==> config.mk <==
export PLATFORM = sky130hd
export DESIGN_NAME = sorted_deque_list
export DESIGN_NICKNAME = d
export VERILOG_FILES = /design/src/rtl/sdl_pkg.sv /design/src/rtl/sdl_ram.sv /design/src/rtl/sorted_deque_list.sv
export SDC_FILE = /design/constraint.sdc
export NUM_CORES = 2
export LEC_CHECK = 0
export BUFFER_PORTS_ARGS = -buffer_cell sky130_fd_sc_hd__buf_2
export CAP_MARGIN = 20
export CELL_PAD_IN_SITES_DETAIL_PLACEMENT = 1
export CELL_PAD_IN_SITES_GLOBAL_PLACEMENT = 1
export CORE_MARGIN = 1
export CORE_UTILIZATION = 35
export CTS_CLUSTER_SIZE = 16
export DETAILED_ROUTE_END_ITERATION = 12
export PLACE_DENSITY_LB_ADDON = 0.05
export SETUP_SLACK_MARGIN = 0.5
export SLEW_MARGIN = 20
export SYNTH_ARGS = -nofsm -noshare
export SYNTH_HDL_FRONTEND = slang
export SYNTH_HIERARCHICAL = 1
export SYNTH_SLANG_ARGS = --single-unit
==> constraint.sdc <==
create_clock -name clock -period 13.3 [get_ports clock]
set_input_delay 1.33 -clock clock [delete_from_list [all_inputs] [get_ports clock]]
set_output_delay 1.33 -clock clock [all_outputs]
set_load 0.05 [all_outputs]
==> src/rtl/sdl_pkg.sv <==
// Shared types and defaults for the sorted deque list.
`default_nettype none

package sdl_pkg;

   localparam int DEFAULT_DEPTH     = 64;
   localparam int DEFAULT_KEY_WIDTH = 16;

   typedef enum logic [3:0] {
      K_ADD_FRONT = 4'd0,
      K_ADD_REAR  = 4'd1,
      K_POP_FRONT = 4'd2,
      K_POP_REAR  = 4'd3,
      K_DEL_FIRST = 4'd4,
      K_DEL_ALL   = 4'd5,
      K_INS_ASC   = 4'd6,
      K_INS_DESC  = 4'd7,
      K_SEARCH    = 4'd8,
      K_READ_FWD  = 4'd9,
      K_READ_REV  = 4'd10
   } kind_type;

   typedef enum logic [1:0] {
      STAT_OK      = 2'd0,
      STAT_EMPTY   = 2'd1,
      STAT_FULL    = 2'd2,
      STAT_MISSING = 2'd3
   } status_type;

   typedef enum logic [3:0] {
      S_IDLE,
      S_POP,
      S_SCAN,
      S_SEARCH,
      S_READOUT,
      S_INS_REAR,
      S_INS_FRONT,
      S_WALK,
      S_SHIFT,
      S_INS_PUT
   } state_type;

endpackage

`default_nettype wire

==> src/rtl/sdl_ram.sv <==
// Generic single-write, single-read RAM with registered read data.
`default_nettype none

module sdl_ram #(
   parameter int WIDTH = 16,
   parameter int DEPTH = 64
) (
   input  wire logic                     clock,
   input  wire logic                     wr_en,
   input  wire logic [$clog2(DEPTH)-1:0] wr_addr,
   input  wire logic [WIDTH-1:0]         wr_data,
   input  wire logic [$clog2(DEPTH)-1:0] rd_addr,
   output logic      [WIDTH-1:0]         rd_data
);

   logic [WIDTH-1:0] mem [DEPTH];

   always_ff @(posedge clock) begin
      if (wr_en) begin
         mem[wr_addr] <= wr_data;
      end
      rd_data <= mem[rd_addr];
   end

endmodule

`default_nettype wire

==> src/rtl/sorted_deque_list.sv <==
// Top level of the sorted deque list: sequencer, compare unit and key store.
//
//   channel   ports                          handshake
//   request   req_kind, req_key_value        start high while busy low
//   response  rsp_out_value .. rsp_last      rsp_strobe, one cycle, no backpressure
//
// Add front/rear never raises busy; pop reads, then returns the key. Search,
// delete and readout stream the stored keys through the single RAM read port,
// one per cycle. Sorted insert appends at the rear, else checks the head key,
// walks if needed, shifts the tail up and writes. Reset clears state, count,
// head, pv, strobe only; the key store needs no clearing pass. Results cannot
// be stalled; busy stays high until the last result of a request is shown.
`default_nettype none

module sorted_deque_list #(
   parameter int DEPTH     = sdl_pkg::DEFAULT_DEPTH,
   parameter int KEY_WIDTH = sdl_pkg::DEFAULT_KEY_WIDTH
) (
   input  wire logic                         clock,
   input  wire logic                         reset,
   input  wire logic                         start,
   output logic                              busy,
   input  wire logic [3:0]                   req_kind,
   input  wire logic [KEY_WIDTH-1:0]         req_key_value,
   output logic                              rsp_strobe,
   output logic      [KEY_WIDTH-1:0]         rsp_out_value,
   output logic      [1:0]                   rsp_status,
   output logic                              rsp_found,
   output logic      [$clog2(DEPTH+1)-1:0]   rsp_compares,
   output logic      [$clog2(DEPTH+1)-1:0]   rsp_entries,
   output logic                              rsp_last
);

   localparam int IDX_W = $clog2(DEPTH);
   localparam int CNT_W = $clog2(DEPTH + 1);

   function automatic logic [IDX_W-1:0] slot_of(input logic [IDX_W-1:0] h,
                                                input logic [CNT_W-1:0] l);
      logic [CNT_W:0] s;
      s = (CNT_W+1)'(h) + (CNT_W+1)'(l);
      if (s >= (CNT_W+1)'(DEPTH)) begin
         s = s - (CNT_W+1)'(DEPTH);
      end
      return s[IDX_W-1:0];
   endfunction

   sdl_pkg::state_type  state_ff, state_in;
   sdl_pkg::kind_type   kind_ff, kind_in;
   logic [KEY_WIDTH-1:0] key_ff, key_in;
   logic [CNT_W-1:0]    count_ff, count_in;
   logic [IDX_W-1:0]    head_ff, head_in;
   logic [CNT_W-1:0]    iss_ff, iss_in;
   logic [CNT_W-1:0]    len_ff, len_in;
   logic [CNT_W-1:0]    base_ff, base_in;
   logic                up_ff, up_in;
   logic                pv_ff, pv_in;
   logic [CNT_W-1:0]    pidx_ff, pidx_in;
   logic [CNT_W-1:0]    pord_ff, pord_in;
   logic [CNT_W-1:0]    wn_ff, wn_in;
   logic                hit_ff, hit_in;
   logic [CNT_W-1:0]    pos_ff, pos_in;

   logic                 strobe_ff, strobe_in;
   logic [KEY_WIDTH-1:0] value_ff, value_in;
   sdl_pkg::status_type  status_ff, status_in;
   logic                 found_ff, found_in;
   logic [CNT_W-1:0]     compares_ff, compares_in;
   logic [CNT_W-1:0]     entries_ff;
   logic                 last_ff, last_in;

   logic                 ram_we;
   logic [IDX_W-1:0]     ram_waddr;
   logic [KEY_WIDTH-1:0] ram_wdata;
   logic [IDX_W-1:0]     ram_raddr;
   logic [KEY_WIDTH-1:0] ram_rdata;

   sdl_pkg::kind_type req_code;
   logic              acc;
   logic              is_full;
   logic              is_empty;
   logic              streaming;
   logic              iss_go;
   logic [CNT_W-1:0]  lidx_iss;
   logic              eq;
   logic              le;
   logic              ge;
   logic              asc;
   logic              walk_ok;
   logic              front_ok;
   logic              plast;
   logic              keep;

   sdl_ram #(
      .WIDTH (KEY_WIDTH),
      .DEPTH (DEPTH)
   ) u_store (
      .clock   (clock),
      .wr_en   (ram_we),
      .wr_addr (ram_waddr),
      .wr_data (ram_wdata),
      .rd_addr (ram_raddr),
      .rd_data (ram_rdata)
   );

   assign req_code  = sdl_pkg::kind_type'(req_kind);
   assign acc       = start && (state_ff == sdl_pkg::S_IDLE);
   assign busy      = (state_ff != sdl_pkg::S_IDLE);
   assign is_full   = (count_ff == CNT_W'(DEPTH));
   assign is_empty  = (count_ff == '0);
   assign streaming = (state_ff == sdl_pkg::S_SCAN) || (state_ff == sdl_pkg::S_SEARCH) ||
                      (state_ff == sdl_pkg::S_READOUT) || (state_ff == sdl_pkg::S_WALK) ||
                      (state_ff == sdl_pkg::S_SHIFT);
   assign iss_go    = streaming && (iss_ff < len_ff);
   assign lidx_iss  = up_ff ? (base_ff + iss_ff) : (base_ff - iss_ff);

   // shared compare unit
   assign eq       = (ram_rdata == key_ff);
   assign le       = (ram_rdata <= key_ff);
   assign ge       = (ram_rdata >= key_ff);
   assign asc      = (kind_ff == sdl_pkg::K_INS_ASC);
   assign walk_ok  = asc ? le : ge;
   assign front_ok = asc ? ge : le;
   assign plast    = (pord_ff == (len_ff - CNT_W'(1)));
   assign keep     = !(eq && ((kind_ff == sdl_pkg::K_DEL_ALL) || !hit_ff));

   always_comb begin
      state_in = state_ff;
      unique case (state_ff)
         sdl_pkg::S_IDLE: begin
            if (acc) begin
               unique case (req_code)
                  sdl_pkg::K_POP_FRONT, sdl_pkg::K_POP_REAR: begin
                     if (!is_empty) state_in = sdl_pkg::S_POP;
                  end
                  sdl_pkg::K_DEL_FIRST, sdl_pkg::K_DEL_ALL: begin
                     if (!is_empty) state_in = sdl_pkg::S_SCAN;
                  end
                  sdl_pkg::K_INS_ASC, sdl_pkg::K_INS_DESC: begin
                     if (!is_full && !is_empty) state_in = sdl_pkg::S_INS_REAR;
                  end
                  sdl_pkg::K_SEARCH: begin
                     if (!is_empty) state_in = sdl_pkg::S_SEARCH;
                  end
                  sdl_pkg::K_READ_FWD, sdl_pkg::K_READ_REV: begin
                     if (!is_empty) state_in = sdl_pkg::S_READOUT;
                  end
                  default: begin
                     state_in = sdl_pkg::S_IDLE;
                  end
               endcase
            end
         end
         sdl_pkg::S_POP: begin
            state_in = sdl_pkg::S_IDLE;
         end
         sdl_pkg::S_SCAN: begin
            if (pv_ff && plast) state_in = sdl_pkg::S_IDLE;
         end
         sdl_pkg::S_SEARCH: begin
            if (pv_ff && (eq || plast)) state_in = sdl_pkg::S_IDLE;
         end
         sdl_pkg::S_READOUT: begin
            if (pv_ff && plast) state_in = sdl_pkg::S_IDLE;
         end
         sdl_pkg::S_INS_REAR: begin
            state_in = walk_ok ? sdl_pkg::S_IDLE : sdl_pkg::S_INS_FRONT;
         end
         sdl_pkg::S_INS_FRONT: begin
            state_in = front_ok ? sdl_pkg::S_SHIFT : sdl_pkg::S_WALK;
         end
         sdl_pkg::S_WALK: begin
            if (pv_ff && !walk_ok) state_in = sdl_pkg::S_SHIFT;
         end
         sdl_pkg::S_SHIFT: begin
            if (pv_ff && plast) state_in = sdl_pkg::S_INS_PUT;
         end
         sdl_pkg::S_INS_PUT: begin
            state_in = sdl_pkg::S_IDLE;
         end
         default: begin
            state_in = sdl_pkg::S_IDLE;
         end
      endcase
   end

   always_comb begin
      kind_in     = kind_ff;
      key_in      = key_ff;
      count_in    = count_ff;
      head_in     = head_ff;
      iss_in      = iss_ff;
      len_in      = len_ff;
      base_in     = base_ff;
      up_in       = up_ff;
      pv_in       = 1'b0;
      pidx_in     = pidx_ff;
      pord_in     = pord_ff;
      wn_in       = wn_ff;
      hit_in      = hit_ff;
      pos_in      = pos_ff;
      ram_we      = 1'b0;
      ram_waddr   = slot_of(head_ff, count_ff);
      ram_wdata   = key_ff;
      ram_raddr   = slot_of(head_ff, lidx_iss);
      strobe_in   = 1'b0;
      value_in    = '0;
      status_in   = sdl_pkg::STAT_OK;
      found_in    = 1'b0;
      compares_in = '0;
      last_in     = 1'b1;

      // advance the read stream
      if (iss_go) begin
         iss_in  = iss_ff + CNT_W'(1);
         pv_in   = 1'b1;
         pidx_in = lidx_iss;
         pord_in = iss_ff;
      end

      unique case (state_ff)
         sdl_pkg::S_IDLE: begin
            if (acc) begin
               kind_in = req_code;
               key_in  = req_key_value;
               iss_in  = '0;
               wn_in   = '0;
               hit_in  = 1'b0;
               base_in = '0;
               up_in   = 1'b1;
               len_in  = count_ff;
               unique case (req_code)
                  sdl_pkg::K_ADD_FRONT, sdl_pkg::K_ADD_REAR: begin
                     strobe_in = 1'b1;
                     if (is_full) begin
                        status_in = sdl_pkg::STAT_FULL;
                     end else begin
                        ram_we    = 1'b1;
                        ram_wdata = req_key_value;
                        count_in  = count_ff + CNT_W'(1);
                        if (req_code == sdl_pkg::K_ADD_FRONT) begin
                           head_in   = (head_ff == '0) ? IDX_W'(DEPTH - 1)
                                                       : head_ff - IDX_W'(1);
                           ram_waddr = head_in;
                        end
                     end
                  end
                  sdl_pkg::K_POP_FRONT, sdl_pkg::K_POP_REAR: begin
                     if (is_empty) begin
                        strobe_in = 1'b1;
                        status_in = sdl_pkg::STAT_EMPTY;
                     end else begin
                        ram_raddr = slot_of(head_ff, (req_code == sdl_pkg::K_POP_FRONT)
                                                     ? '0 : count_ff - CNT_W'(1));
                     end
                  end
                  sdl_pkg::K_INS_ASC, sdl_pkg::K_INS_DESC: begin
                     if (is_full) begin
                        strobe_in = 1'b1;
                        status_in = sdl_pkg::STAT_FULL;
                     end else if (is_empty) begin
                        strobe_in = 1'b1;
                        ram_we    = 1'b1;
                        ram_waddr = head_ff;
                        ram_wdata = req_key_value;
                        count_in  = CNT_W'(1);
                     end else begin
                        ram_raddr = slot_of(head_ff, count_ff - CNT_W'(1));
                     end
                  end
                  sdl_pkg::K_DEL_FIRST, sdl_pkg::K_DEL_ALL, sdl_pkg::K_SEARCH,
                  sdl_pkg::K_READ_FWD: begin
                     if (is_empty) begin
                        strobe_in = 1'b1;
                        status_in = sdl_pkg::STAT_EMPTY;
                     end
                  end
                  sdl_pkg::K_READ_REV: begin
                     base_in = count_ff - CNT_W'(1);
                     up_in   = 1'b0;
                     if (is_empty) begin
                        strobe_in = 1'b1;
                        status_in = sdl_pkg::STAT_EMPTY;
                     end
                  end
                  default: begin
                     strobe_in = 1'b1;
                  end
               endcase
            end
         end
         sdl_pkg::S_POP: begin
            strobe_in = 1'b1;
            value_in  = ram_rdata;
            count_in  = count_ff - CNT_W'(1);
            if (kind_ff == sdl_pkg::K_POP_FRONT) begin
               head_in = slot_of(head_ff, CNT_W'(1));
            end
         end
         sdl_pkg::S_SCAN: begin
            if (pv_ff) begin
               if (keep) begin
                  ram_we    = 1'b1;
                  ram_waddr = slot_of(head_ff, wn_ff);
                  ram_wdata = ram_rdata;
                  wn_in     = wn_ff + CNT_W'(1);
               end else begin
                  hit_in = 1'b1;
               end
               if (plast) begin
                  strobe_in = 1'b1;
                  if (hit_ff || !keep) begin
                     count_in = wn_ff + CNT_W'(keep);
                     value_in = key_ff;
                     found_in = 1'b1;
                  end else begin
                     status_in = sdl_pkg::STAT_MISSING;
                  end
               end
            end
         end
         sdl_pkg::S_SEARCH: begin
            if (pv_ff) begin
               if (eq) begin
                  strobe_in   = 1'b1;
                  found_in    = 1'b1;
                  compares_in = pord_ff + CNT_W'(1);
               end else if (plast) begin
                  strobe_in   = 1'b1;
                  status_in   = sdl_pkg::STAT_MISSING;
                  compares_in = len_ff;
               end
            end
         end
         sdl_pkg::S_READOUT: begin
            if (pv_ff) begin
               strobe_in = 1'b1;
               value_in  = ram_rdata;
               last_in   = plast;
            end
         end
         sdl_pkg::S_INS_REAR: begin
            if (walk_ok) begin
               strobe_in = 1'b1;
               ram_we    = 1'b1;
               count_in  = count_ff + CNT_W'(1);
            end else begin
               ram_raddr = head_ff;
            end
         end
         sdl_pkg::S_INS_FRONT: begin
            iss_in = '0;
            if (front_ok) begin
               pos_in  = '0;
               base_in = count_ff - CNT_W'(1);
               len_in  = count_ff;
               up_in   = 1'b0;
            end else begin
               base_in = CNT_W'(1);
               len_in  = count_ff - CNT_W'(1);
               up_in   = 1'b1;
            end
         end
         sdl_pkg::S_WALK: begin
            if (pv_ff && !walk_ok) begin
               pos_in  = pidx_ff;
               base_in = count_ff - CNT_W'(1);
               len_in  = count_ff - pidx_ff;
               up_in   = 1'b0;
               iss_in  = '0;
               pv_in   = 1'b0;
            end
         end
         sdl_pkg::S_SHIFT: begin
            if (pv_ff) begin
               ram_we    = 1'b1;
               ram_waddr = slot_of(head_ff, pidx_ff + CNT_W'(1));
               ram_wdata = ram_rdata;
            end
         end
         sdl_pkg::S_INS_PUT: begin
            strobe_in = 1'b1;
            ram_we    = 1'b1;
            ram_waddr = slot_of(head_ff, pos_ff);
            count_in  = count_ff + CNT_W'(1);
         end
         default: begin
            pv_in = 1'b0;
         end
      endcase
   end

   always_ff @(posedge clock) begin
      if (reset) begin
         state_ff  <= sdl_pkg::S_IDLE;
         count_ff  <= '0;
         head_ff   <= '0;
         pv_ff     <= 1'b0;
         strobe_ff <= 1'b0;
      end else begin
         state_ff  <= state_in;
         count_ff  <= count_in;
         head_ff   <= head_in;
         pv_ff     <= pv_in;
         strobe_ff <= strobe_in;
      end
   end

   always_ff @(posedge clock) begin
      kind_ff     <= kind_in;
      key_ff      <= key_in;
      iss_ff      <= iss_in;
      len_ff      <= len_in;
      base_ff     <= base_in;
      up_ff       <= up_in;
      pidx_ff     <= pidx_in;
      pord_ff     <= pord_in;
      wn_ff       <= wn_in;
      hit_ff      <= hit_in;
      pos_ff      <= pos_in;
      value_ff    <= value_in;
      status_ff   <= status_in;
      found_ff    <= found_in;
      compares_ff <= compares_in;
      entries_ff  <= count_in;
      last_ff     <= last_in;
   end

   assign rsp_strobe    = strobe_ff;
   assign rsp_out_value = value_ff;
   assign rsp_status    = status_ff;
   assign rsp_found     = found_ff;
   assign rsp_compares  = compares_ff;
   assign rsp_entries   = entries_ff;
   assign rsp_last      = last_ff;

endmodule

`default_nettype wire
Yosys cells after proc, flatten, opt, wreduce, memory -nomap -nowiden:

Memories as Yosys holds them, arrays and structs flattened. A register that Yosys moved wholly into a read port is not among the register bits.
Index checks and enable logic that the tools add are counted.

* flip-flop bits (word level): 124
* latch bits: 0
* memory bits (writable): 1024
* ROM bits: 0
* output and inout bits: 36
* memories: 1

Memory list
* u_store.mem: words 64, width 16, read ports 1, clocked after memory_dff 1, wr ports 1, line sdl_ram.sv:16 `logic [WIDTH-1:0] mem [DEPTH];`

* add/subtract/negate cells: 28
* $mul: 0
* divide/modulo/power cells: 0
* magnitude comparators: 11
* equal/unequal tests: 43
* shifts and indexed selects: 0
* multiplexer cells: 145
* bitwise operators: 0
* reduce and logical (&&, ||, !) cells: 47

Operators with widths (number)
* 2-to-1 mux 7 bit: 27
* 2-to-1 mux 16 bit: 11
* 2-to-1 mux 6 bit: 27
* one-hot mux 16 bit (3 select lines): 2
* one-hot mux 7 bit (3 select lines): 3
* adder 6 x 7 -> 8 bit: 7
* greater-or-equal comparator 8 x 7 -> 1 bit, second input constant: 7
* subtractor 6 x 1 -> 6 bit, second input constant: 9
* one-hot mux 6 bit (2 select lines): 4
* 2-to-1 mux 4 bit: 11
* one-hot mux 7 bit (2 select lines): 3
* equality test 4 x 3 -> 1 bit, second input constant: 10
* adder 7 x 1 -> 7 bit, second input constant: 5
* one-hot mux 7 bit (5 select lines): 1
* 2-to-1 mux 1 bit: 33
* one-hot mux 16 bit (2 select lines): 1
* one-hot mux 4 bit (7 select lines): 1
* one-hot mux 6 bit (4 select lines): 1
* equality test 4 x 2 -> 1 bit, second input constant: 5
* equality test 4 bit, second input constant: 5
* one-hot mux 4 bit (5 select lines): 1
* equality test 16 bit: 1
* greater-or-equal comparator 16 bit: 1
* <= comparator 16 bit: 1
* 39 further kinds: 97

Longest topological paths before layout:

* word-level depth: 10
* mapped depth: 21
* depth with buffers taken out: 20

Cells and area by module:

Netlist, hierarchy kept.

Modules (own cells, without submodules)
* sdl_ram: instances 1, cells an instance 1820, area an instance 39978.3 um^2
* sorted_deque_list: instances 1, cells an instance 1124, area an instance 9565.4 um^2

Least setup slack after synthesis:

Ideal clock, no wire load.

* path type: input-to-reg
* start point: input req_kind[1]
* end point: memory u_store.mem[0][0] (data pin)
* arrival time: 5194 ps
* path slack: 7404 ps
* cell stages on the path: 7
* cells stage by stage: clkbuf_1 > nand3b_1 > o41ai_1 > nand2_1 > nor2_1 > a31oi_1 > o21ai_0

* longest elaborated chain between the ends: 5
* elaborated cells on any way between the ends: 9
* classes of those cells: eq/ne: 3; mux: 3; reduce/logical: 3

Ends and longest elaborated chain
* start, declared: line sorted_deque_list.sv:23 `input wire logic [3:0] req_kind,`
* equality test 4 x 3 -> 1 bit, or another cell as far along: line sorted_deque_list.sv:231 `unique case (req_code)`
* OR reduction 2 bit: line sorted_deque_list.sv:231
* one-hot mux 16 bit (2 select lines) *: line sorted_deque_list.sv:231
* 2-to-1 mux 16 bit *: line sorted_deque_list.sv:222 `if (acc) begin`
* one-hot mux 16 bit (3 select lines) *: line sorted_deque_list.sv:220 `unique case (state_ff)`
* named net ram_wdata[0]: line sorted_deque_list.sv:73 `logic [KEY_WIDTH-1:0] ram_wdata;`
* end, declared: line sdl_ram.sv:16

The timed path passes the listed nets; every way through them passes the cells marked *.

Final worst setup path:

* start point: register count_ff[1]
* end point: register u_store.rd_data[5], read port of u_store.mem

* longest elaborated chain between the ends: 9
* elaborated cells on any way between the ends: 18
* classes of those cells: add/sub: 5; order compare: 2; eq/ne: 1; mux: 9; reduce/logical: 1

Ends and longest elaborated chain
* start, declared: line sorted_deque_list.sv:50 `logic [CNT_W-1:0] count_ff, count_in;`
* start signal, assigned: line sorted_deque_list.sv:401 `count_ff <= count_in;`
* subtractor 7 x 1 -> 7 bit: line sorted_deque_list.sv:253, sorted_deque_list.sv:267
* adder 6 x 7 -> 8 bit or 2-to-1 mux 7 bit (tied branches): line sorted_deque_list.sv:40, sorted_deque_list.sv:253
* greater-or-equal comparator 8 x 7 -> 1 bit or adder 6 x 7 -> 8 bit (tied branches): line sorted_deque_list.sv:41, sorted_deque_list.sv:40
* 2-to-1 mux 6 bit or greater-or-equal comparator 8 x 7 -> 1 bit (tied branches): line sorted_deque_list.sv:41 `if (s >= (CNT_W+1)'(DEPTH)) begin`
* 2-to-1 mux 6 bit, on equally long branches: line sorted_deque_list.sv:260, sorted_deque_list.sv:41
* 2-to-1 mux 6 bit, on equally long branches: line sorted_deque_list.sv:257, sorted_deque_list.sv:248
* one-hot mux 6 bit (2 select lines) *: line sorted_deque_list.sv:231
* 2-to-1 mux 6 bit *: line sorted_deque_list.sv:222
* one-hot mux 6 bit (2 select lines) *: line sorted_deque_list.sv:220
* named net ram_raddr[0]: line sorted_deque_list.sv:74 `logic [IDX_W-1:0] ram_raddr;`
* end, declared: line sdl_ram.sv:13 `output logic [WIDTH-1:0] rd_data`

Marked as above.
A chain may end at the register's enable or synchronous reset.

==> results.yml <==
timing:
  min_period_ns: 7.135
  slew_headroom_pct: 21.40
  slew_viol_final: 0
  post-route-period-util_pct: 53.65
  fin_tns_setup_ns: 0
  max_freq_ghz: 0.1402
  hold_viol_final: 0
  setup_viol: 0
  rsz0062_at_grt: "false"
  tightest_slew_ns: 1.179
  clock_skew_ns: 0.03053
job:
  cap_violations: 0
yosys:
  syn-instance-count: 2944
  avgSynthCellArea_um2: 16.83
  synth_area_um2: 49540
  synthFlopType: "edfxtp_1"
  syn_nets: 3059
  ys_ff_latch: 1163
  ys_types: 99
  ys_warn_count: 6
  ys_seq_area_share_pct: 68.95
  synth_edf_count: 1087
  ys_async_sr_fraction_pct: 0
setup_path:
  path_class: "reg2reg"
  cp-end-kind: "flip-flop"
  required_ns: 13.89
  crit_fanout: 35
  crit_arrival_ns: 7.72
  critPathLaunchType: "flip-flop"
route:
  ant_nets: 0
  viasPerCell: 5.505
  first_pass_iters: 6
  drtIter0Drc: 2408
  drc: 0
  routed-via-count: 28120
  wl_mm: 157.9
  post_drt_wl_per_cell_um: 30.91
floorplanning:
  num_io_pins: 59
  fp.coreArea_um2: 140000
  dieArea_um2: 143100
  die_y_um: 378.2
  initial_core_util_pct: 35.38
  rows: 137
  die_width_um: 378.2
global_route:
  met1_usage_pct: 30.38
  met2_usage_pct: 35.68
  grt_pass1_vias: 29530
  grt_max_degree: 99
  antenna_found_initial: 13
  met3_usage_pct: 4.242
  grt_pass1_wl_mm: 223.6
  gr-total-overflow: 0
  grt_usage_pct: 22.23
  busiest_layer: "met2"
clock_tree:
  cts_tree: "done"
  cts_hold_buf: 0
  cts_setup_buffers: 0
  cts_buffers: 136
  clockBufferDepth: 3
  htree_levels: 4
  clkTransAtPathRegs_ns: 0.06
  cts_root_buf: "clkbuf_16"
  clkSinkCount: 1163
  cts_resized: 0
  clock_latency_ns: 0.77
run_status:
  status: "complete, no violations"
min_path:
  hold_class: "reg2reg"
place:
  place_congestion: 0.8506
  dp_hpwl_mm: 100.3
  portBuffers: 58
finish:
  most-common-layout-cells: "edfxtp_1, mux4_2, nor2_1"
  drive_gt1_share_pct: 21.42
  syn_to_final_growth_pct: 14.93
  mostFrequentLayoutCell: "edfxtp_1"
  final_nets: 3234
worst paths after layout:
| check | to | slack (ns) | depth (start not counted) | startpoint |
|---|---|---|---|---|
| min | rsp_out_value[11]$_DFF_P_ | 0.53 | 1 | key_ff[11]$_DFFE_PP_ |
| max reg2reg | u_store/rd_data[5]$_DFF_P_ | 6.16 | 15 | count_ff[1]$_SDFF_PP0_ |
| max | u_store/rd_data[5]$_DFF_P_ | 6.16 | 15 | count_ff[1]$_SDFF_PP0_ |
| min reg2reg | rsp_out_value[11]$_DFF_P_ | 0.53 | 1 | key_ff[11]$_DFFE_PP_ |
worst max-delay path, cell delays in order (launching register included):
cell	delay, ns
dfxtp_1	0.69
inv_1	0.14
ha_1	0.29
nor3b_2	0.21
nand2_1	0.23
nor2_1	0.13
nor3_1	0.60
a22oi_1	0.26
o21ai_4	0.75
buf_4	0.73
buf_4	0.70
mux4_2	0.60
mux2i_1	0.32
nand3_1	0.29
a31oi_1	0.78
a311oi_1	0.13
metal layers:
metal	routed length [µm]	part of all wire (%)
met5	56	0.035
met4	4780	3.0
met3	8616	5.5
met2	74660	47
met1	69770	44
flip-flops by register name, indices dropped and copies added, names as in the netlist, 2 cells and up:
register,flops
base_ff,7
head_ff,6
wn_ff,7
kind_ff,4
iss_ff,7
state_ff,4
rsp_compares,7
pord_ff,7
rsp_status,2
pidx_ff,7
len_ff,7
u_store/mem,1024
pos_ff,6
u_store/rd_data,16
rsp_entries,7
rsp_out_value,16
key_ff,16
count_ff,7
synthesized netlist by cell type, drive strengths merged, types with 77 or more instances:
| cell | n | area, µm² |
|---|---|---|
| nor2 | 189 | 716.9 |
| a21oi | 109 | 549.3 |
| inv | 81 | 304.0 |
| mux2i | 97 | 974.7 |
| nand2 | 124 | 470.5 |
| a22oi | 78 | 585.6 |
| mux4 | 223 | 5030 |
| ha | 83 | 1039 |
| clkbuf | 79 | 306.5 |
| edfxtp | 1087 | 32640 |
| buf | 77 | 605.6 |
logic make-up (layout without fill, tap and decap cells):
logic type | count (synthesis) | in the layout | share of synthesized area [%]
simple gates | 566 | 566 | 5.596
fa+ha+maj | 92 | 92 | 2.460
flops | 1163 | 1163 | 68.95
buf+inv | 239 | 521 | 2.470
xor+xnor | 95 | 95 | 1.679
mux | 335 | 335 | 12.46
compound gates | 454 | 454 | 6.379
other cells | 0 | 5 | 0
cell type report:
cell class                      count  area (µm²)
Antenna cell                        5       12.51
Tap cell                         1876        2347
Clock inverter                     72       764.5
Fill cell                       13730       83110
Multi-Input combinational cell   1542       14340
Inverter                           83       311.5
Clock buffer                      173        3669
Sequential cell                  1163       34160
Timing Repair Buffer              193        1333
stage by stage:
step	hold slack (ns)	instances	cell area, µm²	utilization, %	setup slack (ns)
3_5_place_dp	0.5171	4857	52470	37.47	5.578
2_1_floorplan	0.4348	2944	49540	-	7.404
3_3_place_gp	0.5166	4855	52440	37.45	5.660
6_report	0.5341	5107	56940	40.66	6.165
4_1_cts	0.5338	5102	56900	40.63	6.225
5_1_grt	0.5591	5102	56930	40.65	5.683
Power is left out: the tool's default activity adds up to more than one toggle a clock period on the data nets, which glitch-free logic cannot reach.
